===== src/efsa_pkg.sv =====
// Shared constants and codes for the earliest-free server assignment block.
package efsa_pkg;

  // Field widths fixed by the stream format
  localparam int unsigned TimeW  = 17;  // remaining time and service period
  localparam int unsigned CfgW   = 4;   // active server count register
  localparam int unsigned SrvW   = 3;   // server index fields
  localparam int unsigned ModeW  = 1;

  // Packed stream widths (tdata padded to whole bytes)
  localparam int unsigned InDataW  = ((SrvW + TimeW + 7) / 8) * 8;
  localparam int unsigned OutDataW = ((SrvW + 7) / 8) * 8;

  // Default number of servers
  localparam int unsigned DefMaxServers = 8;

  // Reset values
  localparam logic [CfgW-1:0]  ActiveReset = CfgW'(8);
  localparam logic [TimeW-1:0] PeriodReset = TimeW'(1);

  // Transaction kinds carried on tuser
  typedef enum logic [ModeW-1:0] {
    MODE_LOAD   = 1'b0,
    MODE_ARRIVE = 1'b1
  } mode_e;

endpackage


===== src/efsa_argmin.sv =====
// Registered-free minimum tree: picks the valid entry with the smallest time, lowest index on ties.
module efsa_argmin #(
  parameter int unsigned NumServers = efsa_pkg::DefMaxServers,
  parameter int unsigned IdxW       = 3
) (
  input  logic [efsa_pkg::TimeW-1:0] times_i [NumServers],
  input  logic [NumServers-1:0]      cand_i,
  output logic [IdxW-1:0]            min_idx_o,
  output logic [efsa_pkg::TimeW-1:0] min_time_o
);
  import efsa_pkg::*;

  localparam int unsigned LvlW   = $clog2(NumServers);
  localparam int unsigned Leaves = 1 << LvlW;
  localparam int unsigned Nodes  = 2 * Leaves - 1;

  typedef struct packed {
    logic             vld;
    logic [IdxW-1:0]  idx;
    logic [TimeW-1:0] t;
  } node_t;

  node_t node [Nodes];

  // Leaves in heap order; padding leaves never win
  for (genvar j = 0; j < Leaves; j++) begin : g_leaf
    if (j < NumServers) begin : g_used
      assign node[Leaves-1+j] = '{vld: cand_i[j], idx: IdxW'(j), t: times_i[j]};
    end else begin : g_pad
      assign node[Leaves-1+j] = '0;
    end
  end

  // Internal nodes: left subtree holds lower indices, so it wins ties
  for (genvar k = 0; k < Leaves - 1; k++) begin : g_node
    assign node[k] = (node[2*k+2].vld &&
                      (!node[2*k+1].vld || (node[2*k+2].t < node[2*k+1].t)))
                     ? node[2*k+2] : node[2*k+1];
  end

  assign min_idx_o  = node[0].idx;
  assign min_time_o = node[0].t;

endmodule


===== src/earliest_free_server_assign.sv =====
// Top level of the earliest-free server assignment block.
//
// Input stream (s_axis): tuser carries the transaction kind. A load transaction
// writes one server's service period and clears every remaining time; it gives
// no result. An arrival transaction picks the active server that frees first
// (lowest index on ties), ages all servers by that time, restarts the chosen
// server with its period and returns its index on the output stream (m_axis).
// Configuration: cfg_we_i writes the active server count (0 acts as 1, values
// above MaxServers act as MaxServers); write it only while the block is idle.
// Result: registered; it appears in the cycle after its arrival transaction is accepted.
// Throughput: one transaction per clock unless stalled; the path from the state
// registers through the minimum tree and the parallel subtract back to the state sets it.
// Reset: remaining times clear to zero, periods go to one, count goes to 8.
// Stall: the result register holds while m_axis_tready is low; new input is
// taken in the same cycle the held result leaves.
module earliest_free_server_assign #(
  parameter int unsigned MaxServers = efsa_pkg::DefMaxServers
) (
  input  logic                          clk_i,
  input  logic                          rst_ni,
  // configuration
  input  logic                          cfg_we_i,
  input  logic [efsa_pkg::CfgW-1:0]     cfg_wdata_i,   // active_servers
  // input stream
  input  logic                          s_axis_tvalid,
  output logic                          s_axis_tready,
  input  logic [efsa_pkg::InDataW-1:0]  s_axis_tdata,  // [2:0] server_index, [19:3] period
  input  logic [efsa_pkg::ModeW-1:0]    s_axis_tuser,  // [0] mode
  // output stream
  output logic                          m_axis_tvalid,
  input  logic                          m_axis_tready,
  output logic [efsa_pkg::OutDataW-1:0] m_axis_tdata   // [2:0] server
);
  import efsa_pkg::*;

  localparam int unsigned IdxW  = (MaxServers > 1) ? $clog2(MaxServers) : 1;
  localparam int unsigned CntW  = $clog2(MaxServers + 1);
  localparam int unsigned CmpW  = (CntW > CfgW) ? CntW : CfgW;

  logic [CfgW-1:0]  active_q;
  logic [TimeW-1:0] rem_q    [MaxServers];
  logic [TimeW-1:0] rem_d    [MaxServers];
  logic [TimeW-1:0] period_q [MaxServers];
  logic [TimeW-1:0] period_d [MaxServers];
  logic             out_vld_q, out_vld_d;
  logic [SrvW-1:0]  out_srv_q, out_srv_d;

  logic              in_acc;
  mode_e             in_mode;
  logic [SrvW-1:0]   in_idx;
  logic [TimeW-1:0]  in_period;
  logic [CmpW-1:0]   act_cnt;
  logic [MaxServers-1:0] cand;
  logic [IdxW-1:0]   best_idx;
  logic [TimeW-1:0]  best_time;

  // Unpack the input transaction
  assign in_mode   = mode_e'(s_axis_tuser);
  assign in_idx    = s_axis_tdata[SrvW-1:0];
  assign in_period = s_axis_tdata[SrvW+TimeW-1:SrvW];

  assign s_axis_tready = !out_vld_q || m_axis_tready;
  assign in_acc        = s_axis_tvalid && s_axis_tready;

  // Effective active count, clamped to 1..MaxServers
  always_comb begin
    act_cnt = CmpW'(active_q);
    if (act_cnt == '0) begin
      act_cnt = CmpW'(1);
    end else if (act_cnt > CmpW'(MaxServers)) begin
      act_cnt = CmpW'(MaxServers);
    end
  end

  for (genvar i = 0; i < MaxServers; i++) begin : g_cand
    assign cand[i] = (CmpW'(i) < act_cnt);
  end

  efsa_argmin #(
    .NumServers (MaxServers),
    .IdxW       (IdxW)
  ) u_argmin (
    .times_i    (rem_q),
    .cand_i     (cand),
    .min_idx_o  (best_idx),
    .min_time_o (best_time)
  );

  // Next state of times, periods and result register
  always_comb begin
    rem_d     = rem_q;
    period_d  = period_q;
    out_srv_d = out_srv_q;
    out_vld_d = out_vld_q && !m_axis_tready;
    if (in_acc) begin
      case (in_mode)
        MODE_LOAD: begin
          for (int i = 0; i < MaxServers; i++) begin
            rem_d[i] = '0;
            if (CmpW'(in_idx) == CmpW'(i)) begin
              period_d[i] = in_period;
            end
          end
        end
        MODE_ARRIVE: begin
          for (int i = 0; i < MaxServers; i++) begin
            rem_d[i] = (rem_q[i] > best_time) ? (rem_q[i] - best_time) : '0;
            if (best_idx == IdxW'(i)) begin
              rem_d[i] = period_q[i];
            end
          end
          out_vld_d = 1'b1;
          out_srv_d = SrvW'(best_idx);
        end
        default: begin
          rem_d = rem_q;
        end
      endcase
    end
  end

  // State and result registers
  always_ff @(posedge clk_i or negedge rst_ni) begin
    if (!rst_ni) begin
      active_q  <= ActiveReset;
      out_vld_q <= 1'b0;
      out_srv_q <= '0;
      for (int i = 0; i < MaxServers; i++) begin
        rem_q[i]    <= '0;
        period_q[i] <= PeriodReset;
      end
    end else begin
      if (cfg_we_i) begin
        active_q <= cfg_wdata_i;
      end
      out_vld_q <= out_vld_d;
      out_srv_q <= out_srv_d;
      rem_q     <= rem_d;
      period_q  <= period_d;
    end
  end

  assign m_axis_tvalid = out_vld_q;
  assign m_axis_tdata  = OutDataW'(out_srv_q);

  // Assertions
  a_result_from_arrival: assert property (@(posedge clk_i) disable iff (!rst_ni)
    $rose(out_vld_q) |-> $past(in_acc && (in_mode == MODE_ARRIVE)))
    else $error("result raised without an arrival");

  a_best_is_active: assert property (@(posedge clk_i) disable iff (!rst_ni)
    (in_acc && (in_mode == MODE_ARRIVE)) |-> (CmpW'(best_idx) < act_cnt))
    else $error("chosen server is not active");

  a_load_clears: assert property (@(posedge clk_i) disable iff (!rst_ni)
    (in_acc && (in_mode == MODE_LOAD)) |=> (rem_q[0] == '0))
    else $error("load did not clear remaining times");

  a_load_no_result: assert property (@(posedge clk_i) disable iff (!rst_ni)
    (in_acc && (in_mode == MODE_LOAD) && !out_vld_q) |=> !out_vld_q)
    else $error("load produced a result");

endmodule

===== config.mk =====
export PLATFORM = sky130hd
export DESIGN_NAME = earliest_free_server_assign
export DESIGN_NICKNAME = d
export VERILOG_FILES = /design/src/efsa_pkg.sv /design/src/efsa_argmin.sv /design/src/earliest_free_server_assign.sv
export SDC_FILE = /design/constraint.sdc
export NUM_CORES = 1
export LEC_CHECK = 0
export BUFFER_PORTS_ARGS = -buffer_cell sky130_fd_sc_hd__buf_2
export CORE_MARGIN = 2
export CORE_UTILIZATION = 35
export DETAILED_ROUTE_END_ITERATION = 16
export PLACE_DENSITY = 0.47
export SLEW_MARGIN = 40
export SYNTH_ARGS = -nofsm -noshare
export SYNTH_HDL_FRONTEND = slang
export SYNTH_SLANG_ARGS = --single-unit
export TNS_END_PERCENT = 30

===== constraint.sdc =====
create_clock -name clk_i -period 12.3 [get_ports clk_i]
set_input_delay 0.615 -clock clk_i [delete_from_list [all_inputs] [get_ports clk_i]]
set_output_delay 0.615 -clock clk_i [all_outputs]
set_load 0.05 [all_outputs]

==> results of run 1 <==
-- routing by layer --
metal | vias to the layer above | GRT usage
met1 | 8730 | 0.346
met5 | - | 0
met3 | 125 | 0.0361
met4 | 2 | 0.0895
met2 | 420 | 0.375
li1 | 8272 | -
-- sequential cells by signal (all words and copies together), names as in the netlist --
name and flops:
active_q 4, m_axis_tvalid 1, out_srv_q 3, period_q 136
rem_q 136
-- placed cells by master, fill, tap and decap left out, drive strengths merged, types with 17 or more instances in the layout --
cell / netlist / layout
nand2: 82 / 82
mux2i: 18 / 18
a21oi: 166 / 166
nand2b: 22 / 22
nor2: 209 / 209
xor2: 37 / 37
xnor2: 73 / 73
nand3: 25 / 25
a221o: 105 / 105
o21ai: 98 / 98
dfrtp: 271 / 271
ha: 248 / 248
nand4: 42 / 42
mux2: 169 / 169
and2: 36 / 36
clkbuf: 50 / 53
o21a: 28 / 28
nor3: 33 / 33
a22oi: 17 / 17
buf: 28 / 99
nor2b: 32 / 32
o221ai: 18 / 18
inv: 146 / 146
a21o: 68 / 68
-- final timing paths --
check / start / endpoint / slack (ps) / cells after the start
worst max-delay path: rem_q[27]$_DFFE_PN0P_ / rem_q[11]$_DFFE_PN0P_ / 1130 / 40
worst min-delay path: cfg_we_i / active_q[3]$_DFFE_PN1P_ / 280 / 2
worst max register to register: rem_q[27]$_DFFE_PN0P_ / rem_q[11]$_DFFE_PN0P_ / 1130 / 40
worst min register to register: out_srv_q[2]$_DFFE_PN0P_ / out_srv_q[2]$_DFFE_PN0P_ / 480 / 2
max in group asynchronous: rst_ni / rem_q[45]$_DFFE_PN0P_ / 10760 / 3
min in group asynchronous: rst_ni / rem_q[132]$_DFFE_PN0P_ / 530 / 2
-- through the flow --
step                std cells  cell area (µm²)   util
floorplan                2203            21200      -
global placement         3000            22500  0.374
detailed placement       3004            22600  0.376
CTS                      3073            24000  0.400
global route             3076            24000  0.401
finish                   3076            24000  0.401
-- final cells by class --
cell class              count  area, µm²
clock inverters            16        239
multi-input cells        1699      13400
well taps                 782        978
flip-flops and latches    280       7020
inverters                 146        548
fillers                  5908      36000
repair buffers            100        728
clock buffers              53       1170
-- timing repair --
action,in CTS,in global routing
buffers inserted,0,0
endpoints found under the setup margin,0,0
endpoints found under the hold margin,0,33
hold buffers,0,1
-- logic make-up after synthesis --
| family | synth area share |
|---|---|
| AO/OA/AOI/OAI | 0.205 |
| AND/OR/NAND/NOR | 0.122 |
| flip-flops | 0.332 |
| adder cells (fa/ha/maj) | 0.154 |
| buffers and inverters | 0.0420 |
| multiplexers | 0.0985 |
| XOR/XNOR | 0.0456 |
| other | 0.000177 |
==> out/metrics.yaml, run 1 <==
grt:
  overflow: 0
  grt_max_degree: 88
  grt_pass1_vias: 17701
  antenna_found_initial: 9
  grt_pass1_wl_um: 114000
  grt_util_all_layers: 0.244
timing:
  slew_headroom: 0.428
  fin_crit_sh: 0.909
  hold_ws_ps: 281
  setup_violations: 0
  fin_ws_ps: 1130
  skew_ps: 20.7
  fmax_mhz: 89.5
  hold_viol: 0
  slew_viol_final: 0
  tns_ps: 0
  rsz0062_at_grt: "no"
  period_needed_ps: 11170
  worstMarginPinSlew_ps: 856
critical_path:
  cpMostUsedCell: "buf_4"
  crit_path_top_delay_cell: "nor2_4"
  required_ps: 12730
  critical_path_class: "flip-flop to flip-flop"
  crit_path_end_kind: "flip-flop"
  worstPathBufferInverterCount: 6
  crit_family: "compound AO/OA/AOI/OAI gates"
  slowest_delay_ps: 700
  crit_path_start_kind: "flip-flop"
  cp_max_fo: 23
  cp.arrival_ps: 11610
detailed_routing:
  antenna_left: 0
  vias: 17549
  top_layer: "met5"
  wl_met1_um: 36400
  wl_um: 75900
  routedWlPerCell_um: 24.7
  initialDrtViolationCount: 1495
  wl_met2_um: 32900
  drtPass1Iterations: 5
  viasPerCell: 5.71
  wl_met3_um: 3710
  drc_errors: 0
synthesis:
  synth_warnings: 0
  yosysTopAreaCellShare: 0.321
  synth.most_common_cell: "dfrtp_1"
  synth_top_flop_cell: "dfrtp_1"
  synth.distinct_cells: 77
  yosys-top-cells-count: "dfrtp_1, ha_1, nor2_1, mux2_2, a21oi_1"
  async_flop_share: 1.00
  ys_seq_area_frac: 0.332
  syn-instance-count: 2199
  synth_area_um2: 21100
  yosys.area.top_type: "dfrtp_1"
  synth_edf_count: 0
  synth_area_per_cell_um2: 9.61
  synth.area.top_cells: "dfrtp_1, ha_1, mux2_2"
  synth_seq_cells: 280
cts:
  clockBufferDepth: 3
  cts_buffers: 38
  clk_latency_ps: 570
  cts_resized: 0
  cts.root.buffer_cell: "clkbuf_16"
  clkSlewWorstSetupHoldPaths_ps: 50
  cts_sinks: 280
  tritoncts: "built"
  htree_levels: 2
floorplanning:
  dieHeight_um: 250
  start_util: 0.352
  core-area_um2: 60000
  die_area_um2: 62400
  ios: 44
  rows: 90
  die_w_um: 250
outcome:
  outcome: "finished, final reports clean"
finish:
  syn_to_final_growth_pct: 13.7
  layout-drive-gt1-share: 0.164
  nets: 2555
  diodes: 0
hold_path:
  hold_class: "input port to flip-flop"
placed_design:
  dp_hpwl_um: 54600
  routabilityCongestion: 0.947
  pre_cts_slack_ps: 1190
  port_buffers: 34
run:
  maxCapViolCount: 0
Power of run 1 is left out: the tool's default activity adds up to more than one toggle a clock period on the data nets, which glitch-free logic cannot reach.
==> inputs of run 2 (changes only) <==
--- a/config.mk
+++ b/config.mk
@@ -7,9 +7,10 @@
 export LEC_CHECK = 0
 export BUFFER_PORTS_ARGS = -buffer_cell sky130_fd_sc_hd__buf_2
 export CORE_MARGIN = 2
-export CORE_UTILIZATION = 35
+export CORE_UTILIZATION = 65
 export DETAILED_ROUTE_END_ITERATION = 16
-export PLACE_DENSITY = 0.47
+export GPL_TIMING_DRIVEN = 1
+export PLACE_DENSITY = 0.79
 export SLEW_MARGIN = 40
 export SYNTH_ARGS = -nofsm -noshare
 export SYNTH_HDL_FRONTEND = slang
==> out/metrics.yaml, run 2 (same netlist as run 1, synthesis figures left out) <==
outcome:
  outcome: "finished, final reports clean"
floorplanning:
  core-area_um2: 32300
  die_w_um: 184
  ios: 44
  die_area_um2: 34000
  start_util: 0.655
  rows: 66
  dieHeight_um: 184
grt:
  grt_pass1_wl_um: 101000
  overflow: 0
  antenna_found_initial: 2
  grt_pass1_vias: 17525
  grt_max_degree: 88
  grt_util_all_layers: 0.393
timing:
  hold_viol: 0
  skew_ps: 16.2
  period_needed_ps: 10850
  hold_ws_ps: 56.6
  fmax_mhz: 92.2
  slew_viol_final: 0
  slew_headroom: 0.386
  setup_violations: 0
  tns_ps: 0
  rsz0062_at_grt: "no"
  worstMarginPinSlew_ps: 919
  fin_crit_sh: 0.882
hold_path:
  hold_class: "input port to asynchronous set/reset pin"
critical_path:
  worstPathBufferInverterCount: 4
  r2r_end: "rem_q[120]$_DFFE_PN0P_"
  critical_path_class: "flip-flop to flip-flop"
  cp.arrival_ps: 11260
  rrSetupSlack_ps: 1450
  crit_path_end_kind: "flip-flop"
  crit_path_top_delay_cell: "a21boi_1"
  r2r-start: "rem_q[27]$_DFFE_PN0P_"
  crit_path_start_kind: "flip-flop"
  crit_family: "compound AO/OA/AOI/OAI gates"
  slowest_delay_ps: 780
  cpMostUsedCell: "ha_1"
  ff2ff_path_depth: 37
  cp_max_fo: 31
  required_ps: 12710
placed_design:
  port_buffers: 34
  routabilityCongestion: 0.980
  dp_hpwl_um: 47900
finish:
  post-route-util: 0.718
  register_area_um2: 7020
  most-common-layout-cells: "dfrtp_1, ha_1, nor2_1, mux2_2, a21oi_1"
  diodes: 0
  layout-drive-gt1-share: 0.156
  syn_to_final_growth_pct: 9.73
  final_common_cell: "dfrtp_1"
  reg.largest.list: "period_q (136), rem_q (136), active_q (4)"
  multi_input_area_um2: 13400
  nets: 2530
  fill_cells: 2467
cts:
  cts_sinks: 280
  cts_hold_buffers: 0
  cts_resized: 0
  clkSlewWorstSetupHoldPaths_ps: 60
  clockBufferDepth: 3
  cts_buffers: 34
  htree_levels: 2
  clk_latency_ps: 540
  cts.root.buffer_cell: "clkbuf_16"
  post_cts_buffers: 0
  tritoncts: "built"
run:
  maxCapViolCount: 0
detailed_routing:
  wl_met3_um: 4480
  antenna_left: 0
  routedWlPerCell_um: 24.5
  viasPerCell: 6.62
  wl_met2_um: 30400
  vias: 17934
  top_layer: "met4"
  wl_um: 66400
  wl_met1_um: 27000
  drc_errors: 0
  initialDrtViolationCount: 1461
  drtPass1Iterations: 5
run 2: changes by cell type in the layout (fill, tap and decap cells not counted), moves of 3 or more:
cell / delta
a21oi_1: -3
buf_4: -15
buf_6: -4
bufinv_16: -3
clkbuf_1: +3
clkbuf_16: -4
clkbuf_8: -3
nand2_2: +3
o21ai_1: -3
run 2: routing by layer:
metal	up-vias	track usage
met5	-	0
met4	0	0.236
met3	235	0.0563
met2	734	0.635
met1	8743	0.503
li1	8222	-
run 2: stage by stage:
| stage | instances | instance area, µm² | setup WS (ps) |
|---|---|---|---|
| 3_3_place_gp | 2644 | 21900 | 1590 |
| 6_report | 2708 | 23200 | 1450 |
| 4_1_cts | 2708 | 23200 | 1450 |
| 2_1_floorplan | 2203 | 21200 | 2450 |
| 3_5_place_dp | 2646 | 22000 | 1510 |
| 5_1_grt | 2708 | 23200 | 930 |
run 2: how the worst max path moves through the flow:
stage	startpoint	end	cells after the start
floorplan	rem_q[76]$_DFFE_PN0P_	rem_q[7]$_DFFE_PN0P_	40
global placement	rem_q[27]$_DFFE_PN0P_	rem_q[119]$_DFFE_PN0P_	37
detailed placement	rem_q[120]$_DFFE_PN0P_	rem_q[134]$_DFFE_PN0P_	40
CTS	rem_q[120]$_DFFE_PN0P_	rem_q[120]$_DFFE_PN0P_	40
global route	rem_q[120]$_DFFE_PN0P_	rem_q[16]$_DFFE_PN0P_	42
finish	rem_q[27]$_DFFE_PN0P_	rem_q[120]$_DFFE_PN0P_	37
run 2: worst register-to-register path, delay by kind of cell, from the launching register on:
| family | cells | cell delay, ps |
|---|---|---|
| adder cells (fa/ha/maj) | 4 | 1210 |
| AO/OA/AOI/OAI | 18 | 5090 |
| buffers and inverters | 4 | 900 |
| multiplexers | 1 | 410 |
| flip-flops | 1 | 420 |
| AND/OR/NAND/NOR | 10 | 2690 |
run 2: final cells by class:
| class | instances | area share |
|---|---|---|
| Clock buffer | 49 | 0.0449 |
| Clock inverter | 13 | 0.00647 |
| Inverter | 146 | 0.0236 |
| Multi-Input combinational cell | 1699 | 0.576 |
| Sequential cell | 280 | 0.303 |
| Tap cell | 442 | 0.0238 |
| Timing Repair Buffer | 79 | 0.0230 |
Power of run 2 is left out for the same reason.
